$ cat config.mk
export PLATFORM = sky130hd
export DESIGN_NAME = retransmit_retry_table
export DESIGN_NICKNAME = d
export VERILOG_FILES = /design/src/rtl/rrt_pkg.sv /design/src/rtl/rrt_cell.sv /design/src/rtl/rrt_head_eval.sv /design/src/rtl/retransmit_retry_table.sv
export SDC_FILE = /design/constraint.sdc
export NUM_CORES = 2
export LEC_CHECK = 0
export BUFFER_PORTS_ARGS = -buffer_cell sky130_fd_sc_hd__buf_2
export CORE_ASPECT_RATIO = 0.8
export CORE_MARGIN = 2
export CORE_UTILIZATION = 47
export CTS_BUF_LIST = sky130_fd_sc_hd__clkbuf_8 sky130_fd_sc_hd__clkbuf_16
export DETAILED_ROUTE_END_ITERATION = 12
export PLACE_DENSITY = 0.62
export SETUP_SLACK_MARGIN = 0.2
export SYNTH_ARGS = -nofsm -noshare
export SYNTH_HDL_FRONTEND = slang
export SYNTH_SLANG_ARGS = --single-unit
$ cat constraint.sdc
create_clock -name clk -period 14.57 [get_ports clk]
set_input_delay 2.914 -clock clk [delete_from_list [all_inputs] [get_ports clk]]
set_output_delay 2.914 -clock clk [all_outputs]
set_load 0.01 [all_outputs]
$ cat src/rtl/rrt_pkg.sv
`timescale 1ns / 1ps
`default_nettype none
// ----------------------------------------------------------------------------
// rrt_pkg: shared types for the retransmit retry table
// Transaction payloads, table entry layout, codes and the cell control group.
// ----------------------------------------------------------------------------
package rrt_pkg;

	localparam int ENTRIES_DEF = 16;

	typedef enum logic [1:0] {
		MD_INSERT = 2'd0,
		MD_TICK   = 2'd1,
		MD_ACK    = 2'd2
	} mode_t;

	typedef enum logic [2:0] {
		K_RESEND    = 3'd0,
		K_TIMEOUT   = 3'd1,
		K_TICK_DONE = 3'd2,
		K_INSERTED  = 3'd3,
		K_FULL      = 3'd4,
		K_ACK_HIT   = 3'd5,
		K_ACK_MISS  = 3'd6
	} kind_t;

	typedef enum logic [1:0] {
		ST_IDLE,
		ST_TICK,
		ST_ACK
	} state_t;

	typedef struct packed {
		logic [1:0]  mode;
		logic [15:0] command;
		logic [15:0] message_handle;
		logic [7:0]  max_count;
		logic [31:0] period_ms;
		logic        needs_ack;
		logic [47:0] now_ms;
	} in_t;

	typedef struct packed {
		kind_t       kind;
		logic [15:0] out_command;
		logic [15:0] out_handle;
		logic        last;
	} out_t;

	typedef struct packed {
		logic [15:0] command;
		logic [15:0] handle;
		logic [7:0]  limit;
		logic [7:0]  sent;
		logic [31:0] period;
		logic [47:0] last_time;
		logic        wants_ack;
	} entry_t;

	typedef struct packed {
		logic shift;
		logic wr;
	} cell_ctl_t;

	typedef struct packed {
		logic   expire;
		logic   resend;
		entry_t next;
	} eval_t;

endpackage
`default_nettype wire

$ cat src/rtl/rrt_cell.sv
`timescale 1ns / 1ps
`default_nettype none
// ----------------------------------------------------------------------------
// rrt_cell: one table slot in the shift chain
// Takes its younger neighbor on a shift; a direct write wins over the shift.
// ----------------------------------------------------------------------------
module rrt_cell (
	input  wire               clk,
	input  rrt_pkg::cell_ctl_t ctl,
	input  rrt_pkg::entry_t   nbr,
	input  rrt_pkg::entry_t   wr_data,
	output rrt_pkg::entry_t   q
);
	import rrt_pkg::*;

	entry_t entry_q;

	always_ff @(posedge clk) begin
		if (ctl.wr) begin
			entry_q <= wr_data;
		end else if (ctl.shift) begin
			entry_q <= nbr;
		end
	end

	assign q = entry_q;

endmodule
`default_nettype wire

$ cat src/rtl/rrt_head_eval.sv
`timescale 1ns / 1ps
`default_nettype none
// ----------------------------------------------------------------------------
// rrt_head_eval: retry decision for the entry at the head of the chain
// Expired when sent reaches limit; resend when now is past last + period.
// ----------------------------------------------------------------------------
module rrt_head_eval (
	input  rrt_pkg::entry_t head,
	input  wire [47:0]      now,
	output rrt_pkg::eval_t  ev
);
	import rrt_pkg::*;

	logic [48:0] due;

	always_comb begin
		due       = {1'b0, head.last_time} + {17'b0, head.period};
		ev.expire = (head.sent >= head.limit);
		ev.resend = !ev.expire && ({1'b0, now} > due);
		ev.next   = head;
		if (ev.resend) begin
			ev.next.sent      = head.sent + 8'd1;
			ev.next.last_time = now;
		end
	end

endmodule
`default_nettype wire

$ cat src/rtl/retransmit_retry_table.sv
`timescale 1ns / 1ps
`default_nettype none
// ----------------------------------------------------------------------------
// retransmit_retry_table: pending message table with resend and timeout
// Insertion-ordered table of messages waiting for resend or acknowledge.
// ----------------------------------------------------------------------------
// Usage:
//   in  channel (in_valid/in_ready/in_data): one transaction per request,
//       mode insert, tick scan or acknowledge.
//   out channel (out_valid/out_ready/out_data): result transactions; the
//       final one of a request carries last = 1.
// Per mode:
//   insert: result in the cycle after acceptance; the next request is
//           accepted as soon as the output is free.
//   tick:   each used entry passes the head of the cell chain once, then
//           the done result. ack: the whole chain rotates once, keeping order.
//   Scans pass the chain's one head at one entry a cycle unless stalled.
// Reset: table empties (fill count cleared), controller idle, no output.
// Stall: while out_ready is low and a result is held, the chain freezes and
//   no request is accepted; nothing is lost or repeated.
// ----------------------------------------------------------------------------
module retransmit_retry_table #(
	parameter int ENTRIES = rrt_pkg::ENTRIES_DEF
) (
	input  wire           clk,
	input  wire           arst_n,
	input  wire           in_valid,
	output logic          in_ready,
	input  rrt_pkg::in_t  in_data,
	output logic          out_valid,
	input  wire           out_ready,
	output rrt_pkg::out_t out_data
);
	import rrt_pkg::*;

	localparam int CW = $clog2(ENTRIES + 1);

	// control state
	state_t        state_q, state_d;
	logic [CW-1:0] cnt_q, cnt_d;      // used entries, always a prefix of the chain
	logic [CW-1:0] steps_q, steps_d;  // entries left to visit in a scan
	logic          hit_q, hit_d;      // ack already matched during this scan
	logic          out_valid_q;
	out_t          out_q;

	// payload latched at request acceptance
	logic [47:0]   now_q;
	logic [15:0]   cmd_q;

	// chain
	entry_t        cell_q [ENTRIES];
	cell_ctl_t     ctl [ENTRIES];
	logic          shift, wr_en;
	logic [CW-1:0] wr_pos;
	entry_t        wr_data, new_entry;
	eval_t         ev;

	// result path
	logic          emit, o_free;
	out_t          o;

	assign o_free = !out_valid_q || out_ready;

	always_comb begin
		new_entry.command   = in_data.command;
		new_entry.handle    = in_data.message_handle;
		new_entry.limit     = in_data.max_count;
		new_entry.sent      = 8'd0;
		new_entry.period    = in_data.period_ms;
		new_entry.last_time = in_data.now_ms;
		new_entry.wants_ack = in_data.needs_ack;
	end

	rrt_head_eval u_eval (
		.head (cell_q[0]),
		.now  (now_q),
		.ev   (ev)
	);

	genvar gi;
	generate
		for (gi = 0; gi < ENTRIES; gi++) begin : g_cell
			entry_t nbr;
			if (gi < ENTRIES - 1) begin : g_mid
				assign nbr = cell_q[gi + 1];
			end else begin : g_tail
				assign nbr = cell_q[gi];
			end
			assign ctl[gi].shift = shift;
			assign ctl[gi].wr    = wr_en && (wr_pos == CW'(gi));
			rrt_cell u_cell (
				.clk     (clk),
				.ctl     (ctl[gi]),
				.nbr     (nbr),
				.wr_data (wr_data),
				.q       (cell_q[gi])
			);
		end
	endgenerate

	// next state, chain control and result selection
	always_comb begin
		state_d  = state_q;
		cnt_d    = cnt_q;
		steps_d  = steps_q;
		hit_d    = hit_q;
		in_ready = 1'b0;
		emit     = 1'b0;
		o        = '0;
		shift    = 1'b0;
		wr_en    = 1'b0;
		wr_pos   = cnt_q;
		wr_data  = ev.next;
		case (state_q)
			ST_IDLE: begin
				in_ready = o_free;
				if (in_valid && o_free) begin
					case (mode_t'(in_data.mode))
						MD_INSERT: begin
							emit          = 1'b1;
							o.out_command = in_data.command;
							o.out_handle  = in_data.message_handle;
							o.last        = 1'b1;
							if (cnt_q == CW'(ENTRIES)) begin
								o.kind = K_FULL;
							end else begin
								o.kind  = K_INSERTED;
								wr_en   = 1'b1;
								wr_data = new_entry;
								cnt_d   = cnt_q + 1'b1;
							end
						end
						MD_TICK: begin
							steps_d = cnt_q;
							state_d = ST_TICK;
						end
						MD_ACK: begin
							steps_d = cnt_q;
							hit_d   = 1'b0;
							state_d = ST_ACK;
						end
						default: begin
						end
					endcase
				end
			end
			ST_TICK: begin
				if (o_free) begin
					if (steps_q == '0) begin
						emit    = 1'b1;
						o.kind  = K_TICK_DONE;
						o.last  = 1'b1;
						state_d = ST_IDLE;
					end else begin
						// pop the head; keep it at the tail unless expired
						shift         = 1'b1;
						steps_d       = steps_q - 1'b1;
						o.out_command = cell_q[0].command;
						o.out_handle  = cell_q[0].handle;
						if (ev.expire) begin
							cnt_d  = cnt_q - 1'b1;
							emit   = cell_q[0].wants_ack;
							o.kind = K_TIMEOUT;
						end else begin
							wr_en  = 1'b1;
							wr_pos = cnt_q - 1'b1;
							emit   = ev.resend;
							o.kind = K_RESEND;
						end
					end
				end
			end
			ST_ACK: begin
				if (o_free) begin
					if (steps_q == '0) begin
						emit          = !hit_q;
						o.kind        = K_ACK_MISS;
						o.out_command = cmd_q;
						o.last        = 1'b1;
						state_d       = ST_IDLE;
					end else begin
						shift   = 1'b1;
						steps_d = steps_q - 1'b1;
						wr_data = cell_q[0];
						if (!hit_q && (cell_q[0].command == cmd_q)) begin
							hit_d         = 1'b1;
							cnt_d         = cnt_q - 1'b1;
							emit          = 1'b1;
							o.kind        = K_ACK_HIT;
							o.out_command = cell_q[0].command;
							o.out_handle  = cell_q[0].handle;
							o.last        = 1'b1;
						end else begin
							wr_en  = 1'b1;
							wr_pos = cnt_q - 1'b1;
						end
					end
				end
			end
			default: begin
				state_d = ST_IDLE;
			end
		endcase
	end

	always_ff @(posedge clk or negedge arst_n) begin
		if (!arst_n) begin
			state_q     <= ST_IDLE;
			cnt_q       <= '0;
			steps_q     <= '0;
			hit_q       <= 1'b0;
			out_valid_q <= 1'b0;
		end else begin
			state_q <= state_d;
			cnt_q   <= cnt_d;
			steps_q <= steps_d;
			hit_q   <= hit_d;
			if (emit) begin
				out_valid_q <= 1'b1;
			end else if (out_ready) begin
				out_valid_q <= 1'b0;
			end
		end
	end

	always_ff @(posedge clk) begin
		if (emit) begin
			out_q <= o;
		end
		if (in_valid && in_ready) begin
			now_q <= in_data.now_ms;
			cmd_q <= in_data.command;
		end
	end

	assign out_valid = out_valid_q;
	assign out_data  = out_q;

endmodule
`default_nettype wire

==> impl_metrics.csv <==
group,metric,value,unit
outcome,outcome,"complete, no violations",
clock_tree,cts_setup_buffers,0,
worst_setup_path,cp.required,15020,ps
detailed_routing,vias,57610,
worst_setup_path,critical_path.endpoint_type,"register",
clock_tree,numCtsBuffers,209,
placed_design,hpwl,145000,microns
worst_setup_path,criticalPathCategory,"input port to register",
power_and_ir_drop,clkPwrFrac,18.4,%
floorplanning,ioPinCount,165,
power_and_ir_drop,p_sw,11.4,mW
sta,setup_viol,0,
placed_design,port_buffers,164,
sta,fin_crit_sh,62.6,%
worst_setup_path,crit_path_max_fanout,51,
grt,grt_pass1_vias,55857,
synth,synth-seq-area-share,69.0,%
clock_tree,root_buffer,"clkbuf_16",
detailed_routing,routedWlPerCell,27.1,microns
sta,tns,0,ps
placed_design,gp_routability_congestion,0.899,
clock_tree,cts.path.max_buffers,3,
final_layout,fill_cells,16704,
sta,grt_setup_unrepaired,"no",
power_and_ir_drop,seqPwrFrac,44.2,%
final_layout,nets,6920,
synth,mappedNetlistNets,6881,
synth,syn_avg_cell_area,14.2,sq um
synth,ys.flop_type,"edfxtp_1",
power_and_ir_drop,powerDensity,285,nW/um^2
floorplanning,fp.dieW,506,microns
worst_setup_path,start_kind,"input port",
power_and_ir_drop,power,29.9,mW
synth,yosysWarnings,0,
power_and_ir_drop,pwr-share-comb,37.4,%
clock_tree,htreeDepth,4,
sta,fin_crit,9130,ps
detailed_routing,drt-initial-drc-count,6963,
synth,synth_edf_count,2164,
final_layout,areaGrowthSynthToFinish,10.8,%
power_and_ir_drop,p_int,18.4,mW
sta,clock.fmax,110,MHz
floorplanning,coreArea,200000,sq um
clock_tree,cts_tree,"built",
sta,worst_slew_pin_slew,1250,ps
power_and_ir_drop,swShare,38.3,%
synth,synth_cells,6655,
flow_run,maxCapViolations,0,
final_layout,drive_gt1_share,22.7,%
clock_tree,clkTransAtPathRegs,60,ps
clock_tree,clock-sinks,2178,
power_and_ir_drop,power_leakage,36.2,nW
synth,synth.largest_area_cell,"edfxtp_1",
worst_setup_path,reg2reg_slack,6290,ps
synth,ys_ff_latch,2178,
clock_tree,clkLatencyLatePin,860,ps
synth,synthArstFlopShare,0.643,%
detailed_routing,route.detailed.drc,0,
detailed_routing,drt.antenna.violating_nets,0,
floorplanning,die_height,405,microns
detailed_routing,wl,260000,microns
floorplanning,core.rowCount,147,
floorplanning,die-area,205000,sq um
grt,overflow,0,
worst_setup_path,critPathArrivalTime,9580,ps
grt,antenna_found_initial,16,
grt,grt_pass1_wl,381000,microns
grt,grt_usage,25.0,%
sta,hold_viol,0,
worst_hold_path,min_path_type,"register to register",
sta,slew_headroom,16.8,%
synth,syn-cell-area,94600,sq um
synth,synth.area.top_cells,"edfxtp_1, mux2_2, a21oi_1, nor2_1, ha_1",
floorplanning,initial_core_util,47.2,%
grt,grt_max_degree,178,
sta,finClkSkew,38.2,ps
clock_tree,holdBufCountCts,0,
sta,slew_viol_final,0,
power_and_ir_drop,vdd_ir_drop_max,296,uV
clock_tree,post_cts_resized,0,
synth,yosys.area.top_type_share,68.7,%
detailed_routing,drt_first_pass_iters,7,
detailed_routing,viasPerCell,6.02,
synth,ys_types,85,
## through the flow
step	worst slack, ps	utilization (%)	cell area (sq um)	hold WS [ps]	std cells
after floorplan	2420	-	94600	496	6655
after global placement	4830	48.9	98000	498	9165
after detailed placement	4730	48.9	98000	507	9165
after CTS	5600	52.3	105000	508	9560
after global routing	5270	52.3	105000	518	9560
final	5440	52.3	105000	513	9564
## power by group through the flow
stage	Combinational, mW	Clock [mW]	Sequential, mW
detailed placement	11.1	0	13.3
CTS	11.1	5.55	13.2
global route	12.1	5.80	13.5
floorplan	7.08	0	13.1
global placement	10.8	0	13.2
finish	11.2	5.49	13.2
## sequential cells by signal (all words and copies together), names as in the netlist
name             count
steps_q              5
cmd_q               16
g_cell.u_cell.q   2064
state_q              2
cnt_q                5
now_q               48
out_data            36
out_valid            1
hit_q                1
## synthesized netlist by cell type (all sizes together) (6+ instances only)
cell type  number
a221o          17
and3           27
o31ai          34
o21a           40
and4           10
and2            6
edfxtp       2164
nor2b           6
a21oi         957
nor3           24
inv           140
nor2          957
xor2           24
nand3          29
xnor2          40
ha             98
or2            13
buf           288
nand2b         10
a22oi         127
a211oi         14
mux2          991
a31oi          21
o21ai         123
dfrtp          14
a222oi         15
nor4           13
a21o           24
clkbuf        167
nand4          19
o211ai         16
nand2         149
## layout by cell type (no fill, tap or decap), types with 97 or more instances in the layout
| cell | Yosys | final |
|---|---|---|
| edfxtp_1 | 2164 | 2164 |
| a22oi_1 | 126 | 126 |
| o21ai_0 | 106 | 106 |
| buf_4 | 34 | 109 |
| ha_1 | 98 | 97 |
| buf_2 | 243 | 164 |
| mux2_2 | 914 | 914 |
| a21oi_1 | 954 | 951 |
| inv_1 | 140 | 185 |
| nand2_1 | 149 | 142 |
| nor2_1 | 956 | 953 |
| clkbuf_16 | 0 | 212 |
## kinds of logic (layout without fill, tap and decap cells)
group           Yosys count  count (layout)  synth area share (%)
compound gates         1439            1439                  8.74
xor+xnor                 64              64                 0.592
fa+ha+maj                99              99                  1.32
buf+inv                 596             819                  2.83
flops                  2178            2178                  69.0
mux                     996             996                  11.8
other cells               0               4                     0
simple gates           1283            1283                  5.64
## final cells by class
class	instances	area [sq um]	area share [%]
Inverter	141	529	0.505
Sequential cell	2178	65300	62.3
Multi-Input combinational cell	3881	26900	25.7
Antenna cell	4	10.0	0.00955
Timing Repair Buffer	283	1840	1.75
Clock buffer	212	5310	5.06
Clock inverter	183	1530	1.46
Tap cell	2682	3360	3.20
## critical path: stages
cell	delay, ps
buf_2	130
nand2b_1	410
nand2_1	480
nor2_1	870
a31oi_1	220
or4b_4	720
nor2_4	300
nand3_4	720
nand2_4	890
buf_4	870
buf_4	930
## metal layers
| layer | vias to the layer above | part of all wire, % | GRT usage (%) | routed length [microns] |
|---|---|---|---|---|
| met5 | - | 0 | 0 | 0 |
| met4 | 0 | 2.6 | 6.30 | 6800 |
| met3 | 389 | 8.3 | 3.99 | 21600 |
| met2 | 2516 | 45 | 38.5 | 117000 |
| met1 | 29556 | 44 | 37.1 | 114000 |
| li1 | 25149 | - | - | - |
## path summary, 6_finish.rpt
kind	end	startpoint	depth (start not counted)
max	g_cell[2].u_cell.q[46]	out_ready	11
max in group asynchronous	steps_q[1]	arst_n	1
max reg2reg	out_data[14]	g_cell[0].u_cell.q[49]	20
min reg2reg	g_cell[9].u_cell.q[99]	g_cell[10].u_cell.q[99]	1
min in group asynchronous	steps_q[2]	arst_n	1
min	g_cell[9].u_cell.q[99]	g_cell[10].u_cell.q[99]	1
No activity file was read; power rests on OpenSTA's default activity.
